`config.mk`:
```
export PLATFORM = sky130hd
export DESIGN_NAME = humidity_temperature_frame_decode
export DESIGN_NICKNAME = d
export VERILOG_FILES = /design/src/sv/htfd_pkg.sv /design/src/sv/htfd_front.sv /design/src/sv/htfd_queue.sv /design/src/sv/htfd_back.sv /design/src/sv/humidity_temperature_frame_decode.sv
export SDC_FILE = /design/constraint.sdc
export NUM_CORES = 1
export LEC_CHECK = 0
export ABC_AREA = 1
export BUFFER_PORTS_ARGS = -buffer_cell sky130_fd_sc_hd__buf_2
export CELL_PAD_IN_SITES_DETAIL_PLACEMENT = 1
export CELL_PAD_IN_SITES_GLOBAL_PLACEMENT = 1
export CORE_ASPECT_RATIO = 1.4
export CORE_MARGIN = 5
export CORE_UTILIZATION = 45
export DETAILED_ROUTE_END_ITERATION = 6
export PLACE_DENSITY_LB_ADDON = 0.1
export SYNTH_ARGS = -nofsm -noshare
export SYNTH_HDL_FRONTEND = slang
export SYNTH_SLANG_ARGS = --single-unit
```
`constraint.sdc`:
```
create_clock -name clk -period 7.3 [get_ports clk]
set_input_delay 1.095 -clock clk [delete_from_list [all_inputs] [get_ports clk]]
set_output_delay 1.095 -clock clk [all_outputs]
set_load 0.01 [all_outputs]
```
`src/sv/htfd_pkg.sv`:
```
package htfd_pkg;

  // Error codes reported with every result.
  localparam logic [2:0] ERR_NONE  = 3'd0;
  localparam logic [2:0] ERR_NOACK = 3'd1;
  localparam logic [2:0] ERR_BUSY  = 3'd2;
  localparam logic [2:0] ERR_NOCAL = 3'd3;
  localparam logic [2:0] ERR_RANGE = 3'd4;

  // Status bit positions.
  localparam int unsigned STATUS_BUSY_BIT = 7;
  localparam int unsigned STATUS_CAL_BIT  = 3;

  // Accepted raw temperature window, -40 C to 85 C.
  localparam logic [19:0] RAW_T_MIN = 20'd52429;
  localparam logic [19:0] RAW_T_MAX = 20'd707788;

  // Fixed-point scale factors; products are shifted right by 20.
  localparam logic [13:0] HUM_SCALE  = 14'd10000;
  localparam logic [14:0] TEMP_SCALE = 15'd20000;
  localparam logic signed [14:0] TEMP_OFFSET = 15'sd5000;

  // Reset value of the failure limit register.
  localparam logic [7:0] FAIL_LIMIT_RESET = 8'd10;

  // One classified frame as it travels from the front end to the back end.
  typedef struct packed {
    logic [2:0]         err;
    logic [13:0]        hum;
    logic signed [14:0] temp;
  } htfd_item_t;

  // Queue status seen by the back end.
  typedef struct packed {
    logic full;
    logic empty;
  } htfd_qstat_t;

endpackage

```
`src/sv/htfd_front.sv`:
```
module htfd_front (
  input  logic              addr_acked,
  input  logic [7:0]        status_byte,
  input  logic [7:0]        data_byte1,
  input  logic [7:0]        data_byte2,
  input  logic [7:0]        data_byte3,
  input  logic [7:0]        data_byte4,
  input  logic [7:0]        data_byte5,
  output htfd_pkg::htfd_item_t item
);
  import htfd_pkg::*;

  logic [19:0] raw_h;
  logic [19:0] raw_t;
  logic [33:0] hum_prod;
  logic [34:0] temp_prod;
  logic [14:0] temp_scaled;
  logic [2:0]  err;

  // Unpack the two 20-bit raw readings.
  assign raw_h = {data_byte1, data_byte2, data_byte3[7:4]};
  assign raw_t = {data_byte3[3:0], data_byte4, data_byte5};

  // Scale to hundredths; the upper product bits are the truncated result.
  assign hum_prod    = {14'd0, raw_h} * {20'd0, HUM_SCALE};
  assign temp_prod   = {15'd0, raw_t} * {20'd0, TEMP_SCALE};
  assign temp_scaled = temp_prod[34:20];

  assign item.hum  = hum_prod[33:20];
  assign item.temp = $signed(temp_scaled) - TEMP_OFFSET;
  assign item.err  = err;

  // Classify the frame; earlier checks take priority.
  always_comb begin
    if (!addr_acked) begin
      err = ERR_NOACK;
    end else if (status_byte[STATUS_BUSY_BIT]) begin
      err = ERR_BUSY;
    end else if (!status_byte[STATUS_CAL_BIT]) begin
      err = ERR_NOCAL;
    end else if (raw_t < RAW_T_MIN || raw_t > RAW_T_MAX) begin
      err = ERR_RANGE;
    end else begin
      err = ERR_NONE;
    end
  end

endmodule

```
`src/sv/htfd_queue.sv`:
```
module htfd_queue #(
  parameter int unsigned DEPTH = 2
) (
  input  logic                 clk,
  input  logic                 rst,
  input  logic                 push,
  input  htfd_pkg::htfd_item_t push_item,
  input  logic                 pop,
  output htfd_pkg::htfd_item_t head_item,
  output htfd_pkg::htfd_qstat_t stat
);
  import htfd_pkg::*;

  localparam int unsigned PTR_W = (DEPTH > 1) ? $clog2(DEPTH) : 1;
  localparam int unsigned CNT_W = $clog2(DEPTH + 1);
  localparam logic [PTR_W-1:0] PTR_LAST = PTR_W'(DEPTH - 1);
  localparam logic [CNT_W-1:0] CNT_FULL = CNT_W'(DEPTH);

  htfd_item_t       entries [DEPTH];
  logic [PTR_W-1:0] wr_ptr;
  logic [PTR_W-1:0] rd_ptr;
  logic [CNT_W-1:0] count;

  assign stat.full  = (count == CNT_FULL);
  assign stat.empty = (count == '0);
  assign head_item  = entries[rd_ptr];

  // Entry storage.
  always_ff @(posedge clk) begin
    if (push) begin
      entries[wr_ptr] <= push_item;
    end
  end

  // Pointers and fill count.
  always_ff @(posedge clk) begin
    if (rst) begin
      wr_ptr <= '0;
      rd_ptr <= '0;
      count  <= '0;
    end else begin
      if (push) begin
        wr_ptr <= (wr_ptr == PTR_LAST) ? '0 : wr_ptr + 1'b1;
      end
      if (pop) begin
        rd_ptr <= (rd_ptr == PTR_LAST) ? '0 : rd_ptr + 1'b1;
      end
      if (push && !pop) begin
        count <= count + 1'b1;
      end else if (pop && !push) begin
        count <= count - 1'b1;
      end
    end
  end

endmodule

```
`src/sv/htfd_back.sv`:
```
module htfd_back (
  input  logic                  clk,
  input  logic                  rst,
  input  logic                  cfg_we,
  input  logic [7:0]            cfg_wdata,
  input  htfd_pkg::htfd_item_t  head_item,
  input  htfd_pkg::htfd_qstat_t stat,
  output logic                  pop,
  output logic                  out_valid,
  input  logic                  out_ready,
  output logic                  ok,
  output logic [2:0]            error_code,
  output logic [13:0]           humidity_centi,
  output logic signed [14:0]    temp_centi,
  output logic [7:0]            fail_count
);
  import htfd_pkg::*;

  logic [7:0]         fail_limit;
  logic [7:0]         fail_counter;
  logic [7:0]         fail_counter_next;
  logic [13:0]        last_humidity;
  logic [13:0]        last_humidity_next;
  logic signed [14:0] last_temperature;
  logic signed [14:0] last_temperature_next;
  logic               good;

  // Take the next frame when the output register is empty or being drained.
  assign pop  = !stat.empty && (!out_valid || out_ready);
  assign good = (head_item.err == ERR_NONE);

  // Held values and the saturating failure counter after this frame.
  always_comb begin
    fail_counter_next     = fail_counter;
    last_humidity_next    = last_humidity;
    last_temperature_next = last_temperature;
    if (good) begin
      fail_counter_next     = '0;
      last_humidity_next    = head_item.hum;
      last_temperature_next = head_item.temp;
    end else if (fail_counter < fail_limit) begin
      fail_counter_next = fail_counter + 8'd1;
    end
  end

  // Limit register, state and output valid.
  always_ff @(posedge clk) begin
    if (rst) begin
      fail_limit       <= FAIL_LIMIT_RESET;
      fail_counter     <= '0;
      last_humidity    <= '0;
      last_temperature <= '0;
      out_valid        <= 1'b0;
    end else begin
      if (cfg_we) begin
        fail_limit <= cfg_wdata;
      end
      if (pop) begin
        fail_counter     <= fail_counter_next;
        last_humidity    <= last_humidity_next;
        last_temperature <= last_temperature_next;
        out_valid        <= 1'b1;
      end else if (out_ready) begin
        out_valid <= 1'b0;
      end
    end
  end

  // Result payload register.
  always_ff @(posedge clk) begin
    if (pop) begin
      ok             <= good;
      error_code     <= head_item.err;
      humidity_centi <= last_humidity_next;
      temp_centi     <= last_temperature_next;
      fail_count     <= fail_counter_next;
    end
  end

endmodule

```
`src/sv/humidity_temperature_frame_decode.sv`:
```
// Path: a frame is written into the queue, then into the output register.
// Throughput: one frame per cycle while the queue has room; the front end
// classifies and scales in the accept cycle, and the queue (two entries by
// default) plus the output register keep the input open while a result waits.
// Reset (rst, synchronous): queue empty, no result valid, failure counter and
// held values zero, fail_limit back to 10.
module humidity_temperature_frame_decode #(
  parameter int unsigned QUEUE_DEPTH = 2
) (
  input  logic               clk,
  input  logic               rst,
  input  logic               cfg_we,
  input  logic [7:0]         cfg_wdata,
  input  logic               in_valid,
  output logic               in_ready,
  input  logic               addr_acked,
  input  logic [7:0]         status_byte,
  input  logic [7:0]         data_byte1,
  input  logic [7:0]         data_byte2,
  input  logic [7:0]         data_byte3,
  input  logic [7:0]         data_byte4,
  input  logic [7:0]         data_byte5,
  output logic               out_valid,
  input  logic               out_ready,
  output logic               ok,
  output logic [2:0]         error_code,
  output logic [13:0]        humidity_centi,
  output logic signed [14:0] temp_centi,
  output logic [7:0]         fail_count
);
  import htfd_pkg::*;

  htfd_item_t  front_item;
  htfd_item_t  head_item;
  htfd_qstat_t stat;
  logic        push;
  logic        pop;

  assign in_ready = !stat.full;
  assign push     = in_valid && in_ready;

  // Front end: classify and scale the frame.
  htfd_front u_front (
    .addr_acked  (addr_acked),
    .status_byte (status_byte),
    .data_byte1  (data_byte1),
    .data_byte2  (data_byte2),
    .data_byte3  (data_byte3),
    .data_byte4  (data_byte4),
    .data_byte5  (data_byte5),
    .item        (front_item)
  );

  // Queue between the front and back ends.
  htfd_queue #(
    .DEPTH (QUEUE_DEPTH)
  ) u_queue (
    .clk       (clk),
    .rst       (rst),
    .push      (push),
    .push_item (front_item),
    .pop       (pop),
    .head_item (head_item),
    .stat      (stat)
  );

  // Back end: state update and result register.
  htfd_back u_back (
    .clk            (clk),
    .rst            (rst),
    .cfg_we         (cfg_we),
    .cfg_wdata      (cfg_wdata),
    .head_item      (head_item),
    .stat           (stat),
    .pop            (pop),
    .out_valid      (out_valid),
    .out_ready      (out_ready),
    .ok             (ok),
    .error_code     (error_code),
    .humidity_centi (humidity_centi),
    .temp_centi     (temp_centi),
    .fail_count     (fail_count)
  );

  // A good result always clears the failure counter.
  a_ok_clears: assert property (@(posedge clk) disable iff (rst)
    out_valid && ok |-> error_code == ERR_NONE && fail_count == 8'd0)
    else $error("good result with error code or nonzero fail count");

  // A failed result always carries an error code.
  a_fail_code: assert property (@(posedge clk) disable iff (rst)
    out_valid && !ok |-> error_code != ERR_NONE)
    else $error("failed result without error code");

  // The queue cannot be full and empty at once.
  a_queue_sane: assert property (@(posedge clk) disable iff (rst)
    !(stat.full && stat.empty))
    else $error("queue full and empty together");

  // Nothing is taken from an empty queue.
  a_no_underflow: assert property (@(posedge clk) disable iff (rst)
    pop |-> !stat.empty)
    else $error("pop from empty queue");

endmodule

```
==> results of run 1 <==
state kept, by name, summed over array words and instances (netlist names), named ones only:
signal,count
u_back.fail_count,8
u_back.last_humidity,14
u_queue.rd_ptr,1
u_back.error_code,3
u_back.temp_centi,15
u_back.last_temperature,15
u_back.ok,1
u_queue.count,2
u_back.fail_limit,8
u_back.humidity_centi,14
u_back.fail_counter,8
u_back.out_valid,1
u_queue.entries,64
u_queue.wr_ptr,1
cell families (layout without fill, tap and decap cells):
family	count (synthesis)	count (layout)
AND/OR/NAND/NOR	419	419
XOR/XNOR	27	27
AO/OA/AOI/OAI	242	242
multiplexers	2	2
buffers and inverters	503	611
adder cells (fa/ha/maj)	280	280
flip-flops	156	156
worst max-delay path, delay by kind of cell:
family | cells | cell delay (ps)
buffers and inverters | 8 | 580
AND/OR/NAND/NOR | 10 | 850
adder cells (fa/ha/maj) | 7 | 2780
XOR/XNOR | 1 | 420
layer usage:
layer / global-route usage, % / part of all wire (%) / vias up
met4: 5.366 / 2.0 / 0
li1: - / - / 5266
met1: 21.79 / 41 / 5037
met2: 36.85 / 55 / 99
met3: 1.916 / 2.1 / 31
met5: 0 / 0 / -
placed cells by master (no fill, tap or decap), types with 14 or more instances in the layout:
cell type / Yosys / routed
a21oi_1: 98 / 97
buf_2: 3 / 98
clkbuf_16: 0 / 17
dfxtp_1: 51 / 50
edfxtp_1: 105 / 105
fa_1: 92 / 92
ha_1: 188 / 188
inv_1: 468 / 468
nand2_1: 250 / 250
nand2_2: 15 / 15
nand3_1: 41 / 41
nand4_1: 16 / 16
nor2_1: 63 / 61
o211ai_1: 29 / 29
o21ai_0: 85 / 85
o21ai_1: 19 / 19
xor2_1: 14 / 14
power groups by stage:
stage / clock [uW] / sequential, uW / combinational (uW)
CTS: 1020 / 1780 / 4270
detailed placement: 0 / 1790 / 4220
floorplan: 0 / 1830 / 2980
global placement: 0 / 1770 / 4080
finish: 999 / 1770 / 4170
global route: 1060 / 1810 / 4830
cell type report:
type,count,area [um^2],share of cell area [%]
clock buffer,19,432.9,2.838
clock inverter,13,239.0,1.567
inverter,476,1792,11.75
multi-input combinational,970,7604,49.85
sequential,156,4175,27.37
tap,385,481.7,3.158
timing repair buffer,103,528.0,3.462
metrics by stage:
stage                     utilization, %  cells  hold slack, ps
after global placement             48.55   2090           425.5
after floorplan                        -   1629           425.7
after global routing               50.79   2122           500.6
after CTS                          50.79   2122           452.7
after detailed placement           48.55   2090           445.5
final                              50.79   2122           452.8
cell usage after synthesis, types with 2 or more instances:
| cell type | count | area [um^2] |
|---|---|---|
| a21oi_1 | 98 | 490.5 |
| a31oi_1 | 2 | 12.51 |
| and2_1 | 2 | 12.51 |
| buf_2 | 3 | 15.01 |
| buf_4 | 3 | 22.52 |
| clkbuf_1 | 19 | 71.32 |
| clkinv_1 | 2 | 7.510 |
| dfxtp_1 | 51 | 1021 |
| edfxtp_1 | 105 | 3153 |
| fa_1 | 92 | 1842 |
| ha_1 | 188 | 2352 |
| inv_1 | 468 | 1757 |
| inv_2 | 5 | 18.77 |
| mux2_4 | 2 | 30.03 |
| nand2_1 | 250 | 938.4 |
| nand2_2 | 15 | 93.84 |
| nand3_1 | 41 | 205.2 |
| nand3_2 | 3 | 30.03 |
| nand3b_1 | 4 | 30.03 |
| nand4_1 | 16 | 100.1 |
| nor2_1 | 63 | 236.5 |
| nor2_2 | 9 | 56.30 |
| nor3_1 | 6 | 30.03 |
| nor3_2 | 3 | 30.03 |
| nor4_1 | 2 | 12.51 |
| o211ai_1 | 29 | 217.7 |
| o21a_1 | 3 | 22.52 |
| o21ai_0 | 85 | 425.4 |
| o21ai_1 | 19 | 95.09 |
| o21bai_1 | 4 | 30.03 |
| or3_1 | 2 | 12.51 |
| xnor2_1 | 13 | 113.9 |
| xor2_1 | 14 | 122.6 |
how the worst max path moves through the flow:
stage / start / endpoint / cells after the start
2_1_floorplan: data_byte4[4] / u_queue.entries[0][13]$_DFFE_PP_ / 25
3_3_place_gp: data_byte4[3] / u_queue.entries[0][11]$_DFFE_PP_ / 26
3_5_place_dp: data_byte4[4] / u_queue.entries[0][13]$_DFFE_PP_ / 26
4_1_cts: data_byte4[3] / u_queue.entries[0][13]$_DFFE_PP_ / 26
5_1_grt: data_byte4[4] / u_queue.entries[0][13]$_DFFE_PP_ / 26
6_report: data_byte4[3] / u_queue.entries[0][13]$_DFFE_PP_ / 26
==> metrics.txt, run 1 <==
status=finished, final reports clean; vias after detailed routing=10,430; reg2reg setup slack=4710 ps; fraction of layout cells with a size suffix above 1=between 10% and 20%; Syn Inst Count=1,629; Synth cell types=41; critical path class=input port to flop; fin crit period=5572 ps; Skew-Pair Late Insertion Delay=~430 ps; endpoints failing setup=0; Synth Warn #=0; Die W=roughly 160 um; largest family of logic cells by synthesized area=adder cells; Remaining DRCs=0; Final Cell Area=15,250 um^2; CTS Sinks=156; crit share post-route=76.33%; RR Endpoint=u_queue.count[1]$_SDFFE_PP0P_; Ports=105; adder-cell share of the synthesized area=between 30 and 40%; die area=34,030 um^2; setup TNS=0 ps; Simple-Gate Fraction of Synth Area=between 10% and 20%; Post-CTS Resized=0; syn avg cell area=8.397 um^2; Max Cap Violations=0; ys flop type=edfxtp_1; Sequential Power Share=25.5%; dpl hpwl=25.58 mm; Required @ worst endpoint=7470 ps; die span in y=216.3 um; post-synthesis compound-gate area fraction=9.568%; hold buffer count at CTS=0; grt total ovfl=0; CP endpoint kind=flop; PortBufs=98; CP Max Fanout=5; Hold Path Depth=1; first-pass GRT wire length=roughly 53 mm; unrepaired setup endpoints after global routing=false; Final Power=6937 uW; CP max stage delay=560 ps; Core Area=around 30,000 um^2; worst reg2reg startpoint=u_queue.count[0]$_SDFFE_PP0P_; area post-placement=14,580 um^2; DR pass1 iterations=4; final WL=roughly 31 mm; Switching Fraction=a little under half; pwr/cell area=454.8 nW/um^2; number of flops mapped to enable cells by yosys=105; reg2reg path depth=10; Net Count, Synth=between 1,500 and 2,000; Clk pin slew, worst setup/hold paths=60 ps; Starting Density=45.55%; largest net degree at the start of global routing=63; Final ANT Viol Nets=0; Worst-Margin Slew=between 600 and 700 ps; worst vdd ir=0.1619 mV; cell internal pwr=3693 uW; Seq/Total Area, Yosys=a little under a third; CTS root buffer=clkbuf_16; min setup slack post-route=1728 ps; synthesized cell area=13,680 um^2; Synth-to-Final Area Change=11.51%; proportion of synthesized area in mux cells=less than 1%; 1st-iter DRT viols=240; Worst Skew=7.026 ps; Crit path top cell by count=inv_1; Combinational Power Share=60.1%; Hold Startpoint=u_queue.rd_ptr$_SDFFE_PP0P_; CTS H-tree lvls=4; CTS tree=built; final hold vios=0; Max Slew Vio Count=0; initial antenna violation count=0; Leakage=0.008067 uW; Startpoint Class=input port; Synth Area in XOR/XNOR=1.729%; Hold WC Path Type=flop to flop; CP max-delay cell=fa_1; number of global-route vias before repair=11,500; diode count=0; Rows=75; Avg WL per Cell=14.57 um; fmax=179.5 MHz; synthesized flop and latch total=~160; GPL Wtd Cong=0.8464; Post-synth ARST share=0%; via-per-instance ratio=4.917; clock network fraction of total power=about 14%; Max Root-Sink Buffers=2; overall routing resource usage=19.04%; arrival time worst endpoint=5750 ps; total CTS buffers=17; Slew headroom=approximately 53%; Post-CTS Setup Bufs=0; NetSw=3243 uW; Final #Nets=2,066; Fill cells=approximately 3,700; post-place setup slack=1263 ps
(Power assumes the default switching activity.)
==> run 2: changes to the inputs <==
- ABC_AREA: 1 -> 0
- CORE_UTILIZATION: 45 -> 44
- clock period: 7.3 -> 5.09 ns (I/O delays scaled with it)
==> run 2 against run 1 <==
Effect of this change:
- the flow now finishes with violations (setup timing)
- highest routed layer unchanged
- largest power group unchanged
- largest cell class unchanged
- clock-buffer cell count is 2 lower
- clock power is 31% higher
- critical path type unchanged
- critical path depth did not move
==> metrics.txt, run 2 <==
CTS root buffer=clkbuf_16; crit share post-route=114.9%; Yosys top cell area share=24.49%; Syn Inst Count=1,299; PortBufs=between 90 and 100; Largest register FFs=64; Synth Warn #=0; Max Root-Sink Buffers=2; Final #Nets=1,900; CP endpoint kind=flop; CP Max Fanout=4; area leader, netlist=edfxtp_1; number of flops mapped to enable cells by yosys=about 110; ys flop type=edfxtp_1; RR Endpoint=u_back.fail_count[1]$_DFFE_PP_; final hold vios=0; worst vdd ir=0.4021 mV; Rows=74; Worst-Margin Slew=roughly 1000 ps; Die W=154.6 um; critical path class=input port to flop; Hold Path Depth=2; Startpoint Class=input port; reg2reg path depth=10; Max Slew Vio Count=0; Ports=105; DR pass1 iterations=4; Core Util, Final=56.36%; clock network fraction of total power=11.5%; Starting Density=44.28%; Biggest register=u_queue.entries; cell internal pwr=6644 uW; Synth cell types=75; Sequential Power Share=a little over a fifth; worst min-delay path endpoint=u_back.last_humidity[13]$_SDFFE_PP0P_; Leakage=0.007761 uW; grt total ovfl=0; 1st-iter DRT viols=193; Final ANT Viol Nets=0; Post-synth ARST share=0%; worst reg2reg startpoint=u_back.fail_counter[1]$_SDFFE_PP0P_; synthesized flop and latch total=between 150 and 200; dpl hpwl=approximately 24 mm; setup TNS=-7548 ps; NetSw=~4700 uW; hold buffer count at CTS=0; total CTS buffers=17; die span in y=212.4 um; unrepaired setup endpoints after global routing=true; count leader, synth=inv_1; min setup slack post-route=-758.2 ps; via-per-instance ratio=5.015; Clk pin slew, worst setup/hold paths=about 60 ps; Max Cap Violations=0; Slew headroom=32.43%; Remaining DRCs=0; pwr/cell area=between 600 and 700 nW/um^2; CTS tree=built; CTS Sinks=between 150 and 200; top post-synthesis cells by count=inv_1, ha_1, nand2_1; Hold WC Path Type=flop to flop; syn avg cell area=between 9 and 10 um^2; vias after detailed routing=slightly below 10,000; biggest regs=u_queue.entries: 64 flops, u_back.last_temperature: 15 flops, u_back.temp_centi: 15 flops; Core Area=29,070 um^2; post-place setup slack=-1313 ps; die area=32,820 um^2; first-pass GRT wire length=50.67 mm; Worst Skew=about 7.5 ps; overall routing resource usage=18.98%; synthesized cell area=12,870 um^2; initial antenna violation count=1; Required @ worst endpoint=5240 ps; Synth-to-Final Area Change=27.28%; Avg WL per Cell=15.85 um; fraction of layout cells with a size suffix above 1=27.31%; commonest non-fill, non-tap cell in the layout=inv_1; Skew-Pair Late Insertion Delay=420 ps; failing checks=setup timing; Combinational Power Share=just under 70%; Switching Fraction=41.62%; fin crit period=slightly below 6000 ps; status=complete, but fails checks; largest net degree at the start of global routing=54; Seq/Total Area, Yosys=approximately 32%; final WL=approximately 31 mm; Net Count, Synth=1,641; most frequent cells in the layout=inv_1, ha_1, buf_4, nand2_1, edfxtp_1; arrival time worst endpoint=6000 ps; number of global-route vias before repair=10,770; Hold Startpoint=u_back.last_humidity[13]$_SDFFE_PP0P_; GPL Wtd Cong=0.8593; CTS H-tree lvls=4; endpoints failing setup=20; fmax=171.0 MHz; Synth area leaders=edfxtp_1, ha_1, fa_1; reg2reg setup slack=2140 ps
## run 2: cell types whose count changed in the layout (fill, tap and decap cells not counted), sizes merged, moves of 10 or more
cell and delta:
o21ai -52, a21oi -40, nand3 -24, nor3 +15, xnor2 +10, nor2 -17
a21o +12, mux2i +36, inv -195, nand2 -142, o211ai -26, buf +168
## run 2: kinds of logic (layout without fill, tap and decap cells)
logic type	count (synthesis)	after routing	synth area share [%]
DFF	156	156	32.43
other	0	1	0
muxes	40	40	3.149
and+or+nand+nor	285	285	10.46
adders and majority gates	280	280	32.58
xor gates and xnor gates	37	37	2.576
AOI/OAI and AO/OA	188	188	9.652
buffers and inverters	313	585	9.156
## run 2: critical path, cell delays in order
cell and delay [ps]:
buf_8 80, inv_6 30, fa_1 520, inv_1 40
ha_1 290, inv_2 50, fa_1 510, inv_2 40
ha_4 250, inv_2 30, fa_1 490, inv_2 50
ha_4 210, a211o_1 280, a21o_1 220, buf_6 140
a32oi_4 300, o2111ai_1 220, buf_4 190, a21oi_2 210
a2111o_1 190, o311ai_4 130, buf_4 170, or4_4 420
o2111ai_2 100, a311oi_2 60
## run 2: worst max-delay path by stage
stage / endpoint / cells past startpoint / start / slack (ps)
finish: u_queue.entries[1][14]$_DFFE_PP_ / 26 / data_byte5[5] / -760
global route: u_queue.entries[1][14]$_DFFE_PP_ / 25 / data_byte5[5] / -910
CTS: u_queue.entries[1][14]$_DFFE_PP_ / 24 / data_byte5[5] / -700
detailed placement: u_queue.entries[1][14]$_DFFE_PP_ / 24 / data_byte5[5] / -1310
global placement: u_queue.entries[0][14]$_DFFE_PP_ / 24 / data_byte5[5] / -1190
floorplan: u_queue.entries[0][14]$_DFFE_PP_ / 22 / data_byte5[4] / -870
## run 2: final cells by class
type                            count  area, um^2
Inverter                          281        1069
Multi-Input combinational cell    830        8153
Sequential cell                   156        4175
Clock buffer                       17       425.4
Clock inverter                     15       197.7
Antenna cell                        1       2.502
Fill cell                        3302       12690
Timing Repair Buffer              272        1887
Tap cell                          380       475.5
## run 2: metrics by stage
step                      hold WS, ps  power, uW  instances  area, um^2
after floorplan                 436.6       6242       1299       12930
final                           455.1      11380       1952       16380
after detailed placement        449.2       8653       1903       14970
after CTS                       458.5      10760       1947       15960
after global routing            472.4      12350       1951       16380
after global placement          441.9       8404       1903       14970
## run 2: repair_timing
item / CTS / global route
gates resized for setup: 59 / 80
endpoints found under the setup margin: 22 / 34
pin swaps: 38 / 55
setup buffers: 15 / 5
## run 2: power groups by stage
stage | sequential, uW | combinational (uW) | clock [uW]
global placement | 2380 | 6020 | 0
detailed placement | 2410 | 6240 | 0
CTS | 2390 | 7020 | 1350
floorplan | 2440 | 3800 | 0
global route | 2430 | 8520 | 1410
finish | 2380 | 7690 | 1310
## run 2: per-layer routing
metal / routed length (um) / part of all wire, % / vias up / track usage (%)
met1: 11950 / 39 / 4794 / 20.81
met2: 17480 / 56 / 119 / 37.15
li1: - / - / 4832 / -
met4: 871 / 2.8 / 0 / 7.099
met3: 642 / 2.1 / 44 / 2.118
met5: 0 / 0 / - / 0
==> run 3: changes to the inputs <==
- SYNTH_HIERARCHICAL: default -> 1
==> run 3 against run 2 <==
Effect of this change:
- the flow still finishes with violations (setup timing)
- wire length decreased by 3.6%
- cell area decreased by 5.1%
- highest routed layer unchanged
- critical path type unchanged
- critical path depth decreased by 2
- die area decreased by 1.6%
- clock power decreased by 8%
- flip-flop and latch count unchanged
==> metrics.txt, run 3 <==
Worst-Margin Slew=a little over 1000 ps; fraction of layout cells with a size suffix above 1=24.87%; initial antenna violation count=0; Slew headroom=31.14%; Yosys top cell area share=24.91%; count leader, synth=inv_1; Worst Hold Margin=roughly 490 ps; number of flops mapped to enable cells by yosys=105; Synth cell types=between 60 and 70; Max Cap Violations=0; Highest Signal Layer=met4; diode count=0; commonest non-fill, non-tap cell in the layout=inv_1; min setup slack post-route=-282.8 ps; DR pass1 iterations=4; status=complete, but fails checks; Max Root-Sink Buffers=2; CP endpoint kind=flop; number of global-route vias before repair=10,320; 1st-iter DRT viols=223; Final Cell Area=15,550 um^2; area post-placement=14,560 um^2; RR Endpoint=u_back/last_humidity[8]$_SDFFE_PP0P_; most frequent cells in the layout=inv_1, ha_1, buf_4, nand2_1, edfxtp_1; Core Area=28,410 um^2; dpl hpwl=roughly 24 mm; reg2reg path depth=9; Synth Warn #=6; worst vdd ir=0.2882 mV; vias after detailed routing=roughly 9,400; CP Max Fanout=4; CTS tree=built; Starting Density=44.56%; syn avg cell area=10.05 um^2; die span in y=210.7 um; Hold WC Path Type=flop to flop; synthesized flop and latch total=156; post-place setup slack=-805.5 ps; Synth-to-Final Area Change=22.86%; Remaining DRCs=0; Final ANT Viol Nets=0; wire length on met3=728 um; ys flop type=edfxtp_1; overall routing resource usage=18.57%; wire length on met1=11.85 mm; Worst Skew=10.04 ps; Largest register FFs=64; Avg WL per Cell=roughly 16 um; final hold vios=0; Final #Nets=1,826; failing checks=setup timing; biggest regs=u_queue/entries: 64 flops, u_back/last_temperature: 15 flops, u_back/temp_centi: 15 flops; Seq/Total Area, Yosys=32.97%; Rows=73; fmax=approximately 190 MHz; Fill cells=3,184; Syn Inst Count=1,260; total CTS buffers=17; arrival time worst endpoint=5540 ps; synthesized cell area=12,660 um^2; Net Count, Synth=1,603; grt total ovfl=0; GPL Wtd Cong=between 0.8 and 0.9; unrepaired setup endpoints after global routing=true; Clk pin slew, worst setup/hold paths=roughly 60 ps; area leader, netlist=edfxtp_1; Biggest register=u_queue/entries; largest net degree at the start of global routing=61; CTS root buffer=clkbuf_16; endpoints failing setup=14; CTS H-tree lvls=4; Critical Path Source=data_byte5[6]; Worst Setup EP=u_queue/entries[1][13]$_DFFE_PP_; CTS Sinks=156; Leakage=0.007593 uW; Skew-Pair Late Insertion Delay=430 ps; die area=about 32,000 um^2; Core Util, Final=54.75%; first-pass GRT wire length=49.58 mm; critical path class=input port to flop; fin crit period=5373 ps; Required @ worst endpoint=roughly 5300 ps; crit share post-route=105.6%; Max Slew Vio Count=0; WL met2=16.71 mm; Ports=105; final WL=between 20 and 30 mm; PortBufs=98; Final Power=~10,000 uW; pwr/cell area=between 600 and 700 nW/um^2; via-per-instance ratio=5.007; Post-synth ARST share=0%; reg2reg setup slack=1540 ps; Synth area leaders=edfxtp_1, ha_1, fa_1; Startpoint Class=input port; Die W=153.4 um; top post-synthesis cells by count=inv_1, ha_1, nand2_1
-- run 3: cell count changes after synthesis, moves of 6 or more --
cell	change
nor3_1	+13
o21ai_0	-24
o21ai_1	-6
nor2_1	+39
a31oi_1	+7
or4_1	+6
a21oi_1	-26
nand4_1	-9
mux2_2	+26
inv_1	-10
nand3_1	-8
mux2i_1	-28
clkbuf_1	-8
-- run 3: cell families after synthesis --
group	synth area share, %
compound gates	7.720
xor+xnor	2.560
fa+ha+maj	33.23
buf+inv	9.034
flops	32.97
mux	3.479
simple gates	11.00
-- run 3: cell type report --
class / count / area, um^2 / share of cell area [%]
multi-input cells: 806 / 7761 / 49.90
flip-flops and latches: 156 / 4174 / 26.84
repair buffers: 233 / 1560 / 10.03
inverters: 269 / 1023 / 6.581
well taps: 375 / 469.2 / 3.017
clock buffers: 18 / 429.2 / 2.759
clock inverters: 14 / 135.1 / 0.8689
-- run 3: where the power goes --
| part | switching, uW | leakage (uW) | internal, uW | total (uW) |
|---|---|---|---|---|
| logic | 3410 | 0.00591 | 3010 | 6420 |
| registers | 206 | 0.00142 | 2300 | 2510 |
| clock network | 530 | 0.000265 | 682 | 1210 |
| total | 4150 | 0.00759 | 5990 | 10100 |
-- run 3: timing repair --
action / 4_1_cts / 5_1_grt
gates resized for setup: 23 / 52
setup buffers: 5 / 4
setup endpoints to repair: 22 / 36
pin swaps: 19 / 35
hold buffers: 0 / 0
-- run 3: worst min path at each step --
stage | start | cells after the start | end | slack [ps]
after floorplan | u_back/fail_limit[0]$_SDFFE_PP0P_ | 2 | u_back/fail_limit[0]$_SDFFE_PP0P_ | 450
after global placement | u_back/fail_limit[2]$_SDFFE_PP0P_ | 2 | u_back/fail_limit[2]$_SDFFE_PP0P_ | 480
after detailed placement | u_back/fail_limit[0]$_SDFFE_PP0P_ | 2 | u_back/fail_limit[0]$_SDFFE_PP0P_ | 490
after CTS | u_back/last_humidity[3]$_SDFFE_PP0P_ | 2 | u_back/last_humidity[3]$_SDFFE_PP0P_ | 500
after global routing | u_back/fail_limit[1]$_SDFFE_PP1P_ | 2 | u_back/fail_limit[1]$_SDFFE_PP1P_ | 520
final | u_back/fail_limit[3]$_SDFFE_PP1P_ | 2 | u_back/fail_limit[3]$_SDFFE_PP1P_ | 490
-- run 3: stage by stage --
| stage | setup TNS [ps] | instances |
|---|---|---|
| after global routing | -5648 | 1871 |
| after CTS | -1902 | 1867 |
| final | -2054 | 1871 |
| after detailed placement | -20600 | 1831 |
| after global placement | -15740 | 1831 |
| after floorplan | -2441 | 1260 |
-- run 3: critical path, stage by stage --
cell and delay, ps:
buf_8 80, clkinvlp_4 90, fa_1 560, inv_2 50
ha_4 260, inv_2 40, fa_1 490, inv_1 40
ha_1 260, inv_1 50, fa_1 490, inv_2 50
ha_4 280, o2111ai_4 90, a21o_4 230, a2111oi_4 430
nor3_2 100, or2_4 260, ha_4 170, inv_4 60
o2111ai_4 110, a31oi_1 200, mux2i_1 250, xnor2_1 120
-- run 3: layer usage --
| layer | track usage [%] | vias to the layer above |
|---|---|---|
| met2 | 36.57 | 138 |
| met1 | 21.15 | 4613 |
| met4 | 4.906 | 0 |
| met3 | 2.029 | 36 |
| met5 | 0 | - |
| li1 | - | 4581 |
